**config.mk**
```make
export PLATFORM = sky130hd
export DESIGN_NAME = printable_rotation_stream_cipher_flat
export DESIGN_NICKNAME = d
export VERILOG_FILES = /design/src/rtl/core/prsc_pkg.sv /design/src/rtl/core/prsc_in_if.sv /design/src/rtl/core/prsc_out_if.sv /design/src/rtl/core/prsc_cfg_if.sv /design/src/rtl/core/prsc_keygen.sv /design/src/rtl/core/prsc_rotate.sv /design/src/rtl/core/printable_rotation_stream_cipher.sv /design/src/flat_wrapper.sv
export SDC_FILE = /design/constraint.sdc
export NUM_CORES = 1
export LEC_CHECK = 0
export BUFFER_PORTS_ARGS = -buffer_cell sky130_fd_sc_hd__buf_2
export CORE_UTILIZATION = 35
export CTS_CLUSTER_SIZE = 30
export DETAILED_ROUTE_END_ITERATION = 8
export PLACE_DENSITY_LB_ADDON = 0.08
export SKIP_CTS_REPAIR_TIMING = 1
export SYNTH_ARGS = -nofsm -noshare
export SYNTH_HDL_FRONTEND = slang
export SYNTH_HIERARCHICAL = 1
export SYNTH_SLANG_ARGS = --single-unit
```
**constraint.sdc**
```tcl
create_clock -name i_clk -period 22.1 [get_ports i_clk]
set_input_delay 5.525 -clock i_clk [delete_from_list [all_inputs] [get_ports i_clk]]
set_output_delay 5.525 -clock i_clk [all_outputs]
set_load 0.02 [all_outputs]
```
**src/rtl/core/prsc_pkg.sv**
```systemverilog
`timescale 1ns / 1ps
// ----------------------------------------------------------------------------
// prsc_pkg
// Shared widths, constants and register indexes of the printable rotation
// stream cipher.
// ----------------------------------------------------------------------------
package prsc_pkg;

    localparam int BYTE_W = 8;
    localparam int KS_W   = 17;
    localparam int PROD_W = 24;
    localparam int KEY_W  = 7;
    localparam int CFG_IDX_W = 1;

    localparam logic [6:0]      KS_MULT    = 7'd75;
    localparam logic [KS_W-1:0] KS_MODULUS = 17'd65537;
    localparam logic [KS_W-1:0] SEED_RESET = 17'd1;

    localparam logic [BYTE_W-1:0] PRINT_LO   = 8'd32;
    localparam logic [BYTE_W-1:0] PRINT_HI   = 8'd128;
    localparam logic [KEY_W:0]    PRINT_SPAN = 8'd96;

    localparam logic [CFG_IDX_W-1:0] REG_START_SEED = 1'b0;
    localparam logic [CFG_IDX_W-1:0] REG_DIRECTION  = 1'b1;

    localparam logic DIR_ENCRYPT = 1'b0;
    localparam logic DIR_DECRYPT = 1'b1;

endpackage

```
**src/rtl/core/prsc_in_if.sv**
```systemverilog
`timescale 1ns / 1ps
// ----------------------------------------------------------------------------
// prsc_in_if
// Input byte channel: valid/ready with data byte and stream start flag.
// ----------------------------------------------------------------------------
interface prsc_in_if;
    logic                          valid;
    logic                          ready;
    logic [prsc_pkg::BYTE_W-1:0]   data_byte;
    logic                          stream_start;

    modport source (output valid, output data_byte, output stream_start, input ready);
    modport sink   (input valid, input data_byte, input stream_start, output ready);
endinterface

```
**src/rtl/core/prsc_out_if.sv**
```systemverilog
`timescale 1ns / 1ps
// ----------------------------------------------------------------------------
// prsc_out_if
// Result byte channel: valid/ready with the output byte.
// ----------------------------------------------------------------------------
interface prsc_out_if;
    logic                          valid;
    logic                          ready;
    logic [prsc_pkg::BYTE_W-1:0]   out_byte;

    modport source (output valid, output out_byte, input ready);
    modport sink   (input valid, input out_byte, output ready);
endinterface

```
**src/rtl/core/prsc_cfg_if.sv**
```systemverilog
`timescale 1ns / 1ps
// ----------------------------------------------------------------------------
// prsc_cfg_if
// Configuration write channel: valid/ready with register index and data.
// ----------------------------------------------------------------------------
interface prsc_cfg_if;
    logic                             valid;
    logic                             ready;
    logic [prsc_pkg::CFG_IDX_W-1:0]   index;
    logic [prsc_pkg::KS_W-1:0]        data;

    modport source (output valid, output index, output data, input ready);
    modport sink   (input valid, input index, input data, output ready);
endinterface

```
**src/rtl/core/prsc_keygen.sv**
```systemverilog
`timescale 1ns / 1ps
// ----------------------------------------------------------------------------
// prsc_keygen
// Lehmer keystream register: value*75 mod 65537 per accepted word, with an
// optional reload from the seed before the step.
// ----------------------------------------------------------------------------
module prsc_keygen (
    input  logic                         i_clk,
    input  logic                         i_rst_n,
    input  logic                         i_step,
    input  logic                         i_start,
    input  logic [prsc_pkg::KS_W-1:0]    i_seed,
    output logic [prsc_pkg::KS_W-1:0]    o_value
);

    logic [prsc_pkg::KS_W-1:0]   r_value;
    logic [prsc_pkg::KS_W-1:0]   n_value;
    logic [prsc_pkg::KS_W-1:0]   base;
    logic [prsc_pkg::PROD_W-1:0] prod;
    logic [prsc_pkg::KS_W:0]     diff;

    always_comb begin
        base = i_start ? i_seed : r_value;
        prod = {{(prsc_pkg::PROD_W-prsc_pkg::KS_W){1'b0}}, base}
             * {{(prsc_pkg::PROD_W-7){1'b0}}, prsc_pkg::KS_MULT};
        // low half minus high half; wraps negative in 18 bits
        diff = {2'b00, prod[15:0]} - {10'd0, prod[23:16]};
        if (diff[prsc_pkg::KS_W]) begin
            n_value = diff[prsc_pkg::KS_W-1:0] + prsc_pkg::KS_MODULUS;
        end else begin
            n_value = diff[prsc_pkg::KS_W-1:0];
        end
    end

    always_ff @(posedge i_clk) begin
        if (!i_rst_n) begin
            r_value <= prsc_pkg::SEED_RESET;
        end else if (i_step) begin
            r_value <= n_value;
        end
    end

    assign o_value = r_value;

endmodule

```
**src/rtl/core/prsc_rotate.sv**
```systemverilog
`timescale 1ns / 1ps
// ----------------------------------------------------------------------------
// prsc_rotate
// Rotates a printable byte (32..127) by keystream mod 96, forward or
// backward; other bytes pass unchanged.
// ----------------------------------------------------------------------------
module prsc_rotate (
    input  logic [prsc_pkg::BYTE_W-1:0]  i_byte,
    input  logic [prsc_pkg::KS_W-1:0]    i_key,
    input  logic                         i_dir,
    output logic [prsc_pkg::BYTE_W-1:0]  o_byte
);

    logic [4:0]                  dsum;
    logic [4:0]                  m_a;
    logic [4:0]                  m_b;
    logic [4:0]                  m_c;
    logic [prsc_pkg::KEY_W-1:0]  key;
    logic [prsc_pkg::KEY_W:0]    off;
    logic [prsc_pkg::KEY_W:0]    sum;
    logic [prsc_pkg::KEY_W:0]    wrapped;

    always_comb begin
        // key mod 96 = 32 * ((key >> 5) mod 3) + key[4:0]; base-4 digit sum for mod 3
        dsum = {3'd0, i_key[6:5]}   + {3'd0, i_key[8:7]}   + {3'd0, i_key[10:9]}
             + {3'd0, i_key[12:11]} + {3'd0, i_key[14:13]} + {3'd0, i_key[16:15]};
        m_a = (dsum >= 5'd9) ? dsum - 5'd9 : dsum;
        m_b = (m_a  >= 5'd6) ? m_a  - 5'd6 : m_a;
        m_c = (m_b  >= 5'd3) ? m_b  - 5'd3 : m_b;
        key = {m_c[1:0], i_key[4:0]};

        off = i_byte - prsc_pkg::PRINT_LO;
        if (i_dir == prsc_pkg::DIR_DECRYPT) begin
            sum = off + prsc_pkg::PRINT_SPAN - {1'b0, key};
        end else begin
            sum = off + {1'b0, key};
        end
        wrapped = (sum >= prsc_pkg::PRINT_SPAN) ? sum - prsc_pkg::PRINT_SPAN : sum;

        if (i_byte < prsc_pkg::PRINT_LO || i_byte >= prsc_pkg::PRINT_HI) begin
            o_byte = i_byte;
        end else begin
            o_byte = wrapped + prsc_pkg::PRINT_LO;
        end
    end

endmodule

```
**src/rtl/core/printable_rotation_stream_cipher.sv**
```systemverilog
`timescale 1ns / 1ps
// Stages: the input/keystream stage, then the result stage.
// Throughput: one word per cycle while the output is not stalled; the keystream register steps once per accepted word.
// Input ready drops only when both the keystream stage and the result register are full.
// Reset (synchronous, active low): pipeline empty, keystream 1, seed 1, direction encrypt.
// Configuration writes are taken every cycle; write only while no word is in flight.
// ----------------------------------------------------------------------------
// printable_rotation_stream_cipher
// Byte stream cipher: Lehmer mod 65537 keystream, rotation within printable codes.
// ----------------------------------------------------------------------------
module printable_rotation_stream_cipher (
    input  logic             i_clk,
    input  logic             i_rst_n,
    prsc_in_if.sink          i_in,
    prsc_out_if.source       o_out,
    prsc_cfg_if.sink         i_cfg
);

    logic [prsc_pkg::KS_W-1:0]    r_seed;
    logic                         r_dir;
    logic                         r_v1;
    logic [prsc_pkg::BYTE_W-1:0]  r_b1;
    logic                         r_ov;
    logic [prsc_pkg::BYTE_W-1:0]  r_ob;
    logic [prsc_pkg::BYTE_W-1:0]  n_ob;
    logic [prsc_pkg::KS_W-1:0]    ks;
    logic                         adv_out;
    logic                         adv_1;
    logic                         accept;

    assign adv_out = !r_ov || o_out.ready;
    assign adv_1   = !r_v1 || adv_out;
    assign accept  = i_in.valid && adv_1;

    assign i_in.ready  = adv_1;
    assign i_cfg.ready = 1'b1;

    always_ff @(posedge i_clk) begin
        if (!i_rst_n) begin
            r_seed <= prsc_pkg::SEED_RESET;
            r_dir  <= prsc_pkg::DIR_ENCRYPT;
        end else if (i_cfg.valid) begin
            unique case (i_cfg.index)
                prsc_pkg::REG_START_SEED: r_seed <= i_cfg.data;
                prsc_pkg::REG_DIRECTION:  r_dir  <= i_cfg.data[0];
                default: ;
            endcase
        end
    end

    prsc_keygen u_keygen (
        .i_clk   (i_clk),
        .i_rst_n (i_rst_n),
        .i_step  (accept),
        .i_start (i_in.stream_start),
        .i_seed  (r_seed),
        .o_value (ks)
    );

    // keystream register holds this word's value until the word moves on
    prsc_rotate u_rotate (
        .i_byte (r_b1),
        .i_key  (ks),
        .i_dir  (r_dir),
        .o_byte (n_ob)
    );

    always_ff @(posedge i_clk) begin
        if (!i_rst_n) begin
            r_v1 <= 1'b0;
            r_ov <= 1'b0;
        end else begin
            if (adv_1) begin
                r_v1 <= i_in.valid;
            end
            if (adv_out) begin
                r_ov <= r_v1;
            end
        end
    end

    always_ff @(posedge i_clk) begin
        if (accept) begin
            r_b1 <= i_in.data_byte;
        end
        if (adv_out && r_v1) begin
            r_ob <= n_ob;
        end
    end

    assign o_out.valid    = r_ov;
    assign o_out.out_byte = r_ob;

endmodule

```
**src/flat_wrapper.sv**
```systemverilog
// flat-port wrapper written by rule: the top's interface ports become plain ports
module printable_rotation_stream_cipher_flat 
  (i_clk, i_rst_n, i_in_valid, i_in_data_byte, i_in_stream_start, i_in_ready, o_out_valid, o_out_out_byte, o_out_ready, i_cfg_valid, i_cfg_index, i_cfg_data, i_cfg_ready);
  prsc_in_if i_in_i ();
  prsc_out_if o_out_i ();
  prsc_cfg_if i_cfg_i ();
  input  logic i_clk;
  input  logic i_rst_n;
  input wire logic [$bits(i_in_i.valid)-1:0] i_in_valid;
  input wire logic [$bits(i_in_i.data_byte)-1:0] i_in_data_byte;
  input wire logic [$bits(i_in_i.stream_start)-1:0] i_in_stream_start;
  output wire logic [$bits(i_in_i.ready)-1:0] i_in_ready;
  output wire logic [$bits(o_out_i.valid)-1:0] o_out_valid;
  output wire logic [$bits(o_out_i.out_byte)-1:0] o_out_out_byte;
  input wire logic [$bits(o_out_i.ready)-1:0] o_out_ready;
  input wire logic [$bits(i_cfg_i.valid)-1:0] i_cfg_valid;
  input wire logic [$bits(i_cfg_i.index)-1:0] i_cfg_index;
  input wire logic [$bits(i_cfg_i.data)-1:0] i_cfg_data;
  output wire logic [$bits(i_cfg_i.ready)-1:0] i_cfg_ready;
  assign i_in_i.valid = i_in_valid;
  assign i_in_i.data_byte = i_in_data_byte;
  assign i_in_i.stream_start = i_in_stream_start;
  assign i_in_ready = i_in_i.ready;
  assign o_out_valid = o_out_i.valid;
  assign o_out_out_byte = o_out_i.out_byte;
  assign o_out_i.ready = o_out_ready;
  assign i_cfg_i.valid = i_cfg_valid;
  assign i_cfg_i.index = i_cfg_index;
  assign i_cfg_i.data = i_cfg_data;
  assign i_cfg_ready = i_cfg_i.ready;
  printable_rotation_stream_cipher u_core (.i_clk(i_clk), .i_rst_n(i_rst_n), .i_in(i_in_i), .o_out(o_out_i), .i_cfg(i_cfg_i));
endmodule
```
==> flow_summary_export.csv <==
group,metric,value,unit
outcome,status,"finished, final reports clean",
logic_synthesis,synth_enable_flop_cells,16,
critical_path,reg2reg_depth,30,
die,die-area,20210,um^2
critical_path,slowest_stage,"nor4_4",
critical_path,path_class,"input port to flop",
critical_path,worstPathRequired,22280,ps
grt,grt-ovfl-total,0,
finish,drive_above_1_share,14.38,%
logic_synthesis,ys.flop_type,"dfxtp_1",
routing,wl,17.50,mm
sta,worst-slew-pin-transition,1020,ps
grt,antenna_found_initial,0,
sta,rsz0062_at_grt,"no",
place,place_inst,1038,
critical_path,critPathCaptureType,"flop",
logic_synthesis,syn_area_per_cell,9.082,um^2
cts,cts_buffer_depth,2,
grt,grt_max_degree,46,
grt,grt_pass1_wl,28.30,mm
routing,drtIter0Drc,231,
sta,fmax,76.81,MHz
sta,min_period,13020,ps
logic_synthesis,synthesis.nets,927,
logic_synthesis,synth_most_common_cell,"ha_1",
finish,area_growth,7.625,%
sta,setup_viol,0,
critical_path,timing.critical_path.fanout_max,25,
critical_path,crit_path_start,"i_in_stream_start",
routing,wl_per_cell,16.73,um
logic_synthesis,ys_warn_count,6,
die,fp.dieW,142.2,um
routing,viasPerCell,5.132,
hold_path,hp-class,"flop to flop",
place,dp_hpwl,14.94,mm
logic_synthesis,synthTopCellsByCount,"105 x ha_1, 87 x inv_1, 64 x nand2_1",
die,row_count,50,
routing,ant_nets,0,
cts,cts.sinks,53,
place,placed_area,7261,um^2
die,die_y,142.2,um
logic_synthesis,async_reset_ff_share,0,%
cts,cts_root_buf,"clkbuf_16",
grt,grt_pass1_vias,5421,
cts,clk_pin_slew,70,ps
cts,cts_buffers,5,
hold_path,hp-start,"u_core/r_seed[13]",
sta,fin_skew,12.71,ps
hold_path,whs_path_depth,2,
die,start_util,36.27,%
place,port_buffers,41,
routing,dr.pass1.iters,5,
sta,holdWs,476.8,ps
critical_path,worstSetupStartpointType,"input port",
cts,cts_tree,"yes",
sta,slew_headroom,31.89,%
place,gp_congestion,0.8316,
sta,tns,0,ps
logic_synthesis,syn_area,6875,um^2
finish,diodes,0,
grt,grt.total_usage,18.00,%
routing,drcViolationCount,0,
logic_synthesis,yosysTopAreaCell,"ha_1",
cts,clock_latency,300,ps
logic_synthesis,syn_inst,757,
logic_synthesis,synth_top_area_share,19.11,%
sta,final.period_utilization,58.91,%
die,core,18960,um^2
die,io_pins,43,
logic_synthesis,yosysSeqAreaShare,17.76,%
run,cap_viol_max_count,0,
finish,layout.cells.non_filler,1046,
logic_synthesis,synthTopCellsByArea,"ha_1 19%, dfxtp_1 11%, fa_1 9.6%",
sta,slew_violations,0,
routing,route.vias.total,5368,
critical_path,critPathMaxStageDelay,610,ps
logic_synthesis,synth_seq_cells,53,
cts,cts-htree-levels,2,
critical_path,r2r_start,"u_core/u_keygen/o_value[6]",
finish,fin_nets,955,
critical_path,r2r_slack,13780,ps
finish,final_area,7400,um^2
sta,hold_viol,0,
logic_synthesis,ys_types,86,
critical_path,r2r_end,"u_core/o_out.out_byte[7]",
hold_path,holdPathEnd,"u_core/r_seed[13]",
critical_path,arrival,13200,ps
## registers in the layout, indices dropped and copies added, names as in the netlist
signal,count
u_core/o_out.out_byte,8
u_core/o_out.valid,1
u_core/u_keygen/o_value,17
u_core/r_b1,8
u_core/r_dir,1
u_core/r_seed,17
u_core/r_v1,1
## stage by stage
| step | setup slack (ps) | utilization (%) |
|---|---|---|
| after floorplan | 9830 | - |
| after global placement | 9090 | 38.30 |
| after detailed placement | 8846 | 38.30 |
| after CTS | 9119 | 39.04 |
| after global routing | 8570 | 39.04 |
| final | 9080 | 39.04 |
## layout make-up
type / count / area [um^2]
Multi-Input combinational cell: 596 / 5175
Sequential cell: 53 / 1221
Clock inverter: 2 / 10.01
Timing Repair Buffer: 42 / 212.7
Tap cell: 260 / 325.3
Clock buffer: 6 / 128.9
Fill cell: 1907 / 11560
Inverter: 87 / 326.6
## placed cells by master, fill, tap and decap left out, types with 3 or more instances in the layout
cell and count:
xnor2_1 23, nand2b_1 5, nor2b_1 11, fa_1 33
buf_2 41, a211oi_1 7, mux2i_1 26, and3_1 4
mux2_2 24, inv_1 87, o21a_1 13, nand4_1 6
a21oi_2 4, xor2_1 20, nor3b_1 4, edfxtp_1 16
nor3_1 12, o2bb2ai_1 3, a311oi_1 3, or2_2 3
nand2_1 64, a211oi_2 3, clkbuf_16 5, a32o_1 4
a21o_1 11, and3_2 3, a211o_1 5, nor2_1 39
dfxtp_1 37, o21ai_1 6, nand3_1 11, nand3b_1 5
o31ai_1 4, o21ai_0 27, o211ai_1 6, o21bai_1 8
a21oi_1 36, ha_1 105
## per-layer routing
metal / track usage, % / wire (um)
met1: 22.88 / 8254
met2: 32.84 / 8650
met3: 1.211 / 320
met4: 4.414 / 272
met5: 0 / 0
## worst max-delay path, delay by kind of cell
| family | cells | cell delay, ps |
|---|---|---|
| buffers and inverters | 1 | 450 |
| multiplexers | 1 | 470 |
| adder cells (fa/ha/maj) | 6 | 2360 |
| AND/OR/NAND/NOR | 3 | 1020 |
| XOR/XNOR | 1 | 220 |
| AO/OA/AOI/OAI | 14 | 3130 |
## kinds of logic after synthesis
kind of cell    share of synthesized area, %
flops                                  17.76
simple gates                           14.72
fa+ha+maj                              28.72
mux                                    8.153
compound gates                         17.85
buf+inv                                7.024
other cells                          0.05454
xor+xnor                               5.714
## worst max-delay path by stage
stage,endpoint,slack [ps],cells past startpoint
after global routing,u_core/u_keygen/o_value[12],8570,26
after floorplan,u_core/u_keygen/o_value[5],9830,31
after global placement,u_core/u_keygen/o_value[12],9090,26
after detailed placement,u_core/u_keygen/o_value[10],8850,26
after CTS,u_core/u_keygen/o_value[10],9120,26
final,u_core/u_keygen/o_value[12],9080,26
Power is not shown: default switching activity piles up to over one toggle a cycle in this logic, so the estimate is an artifact.
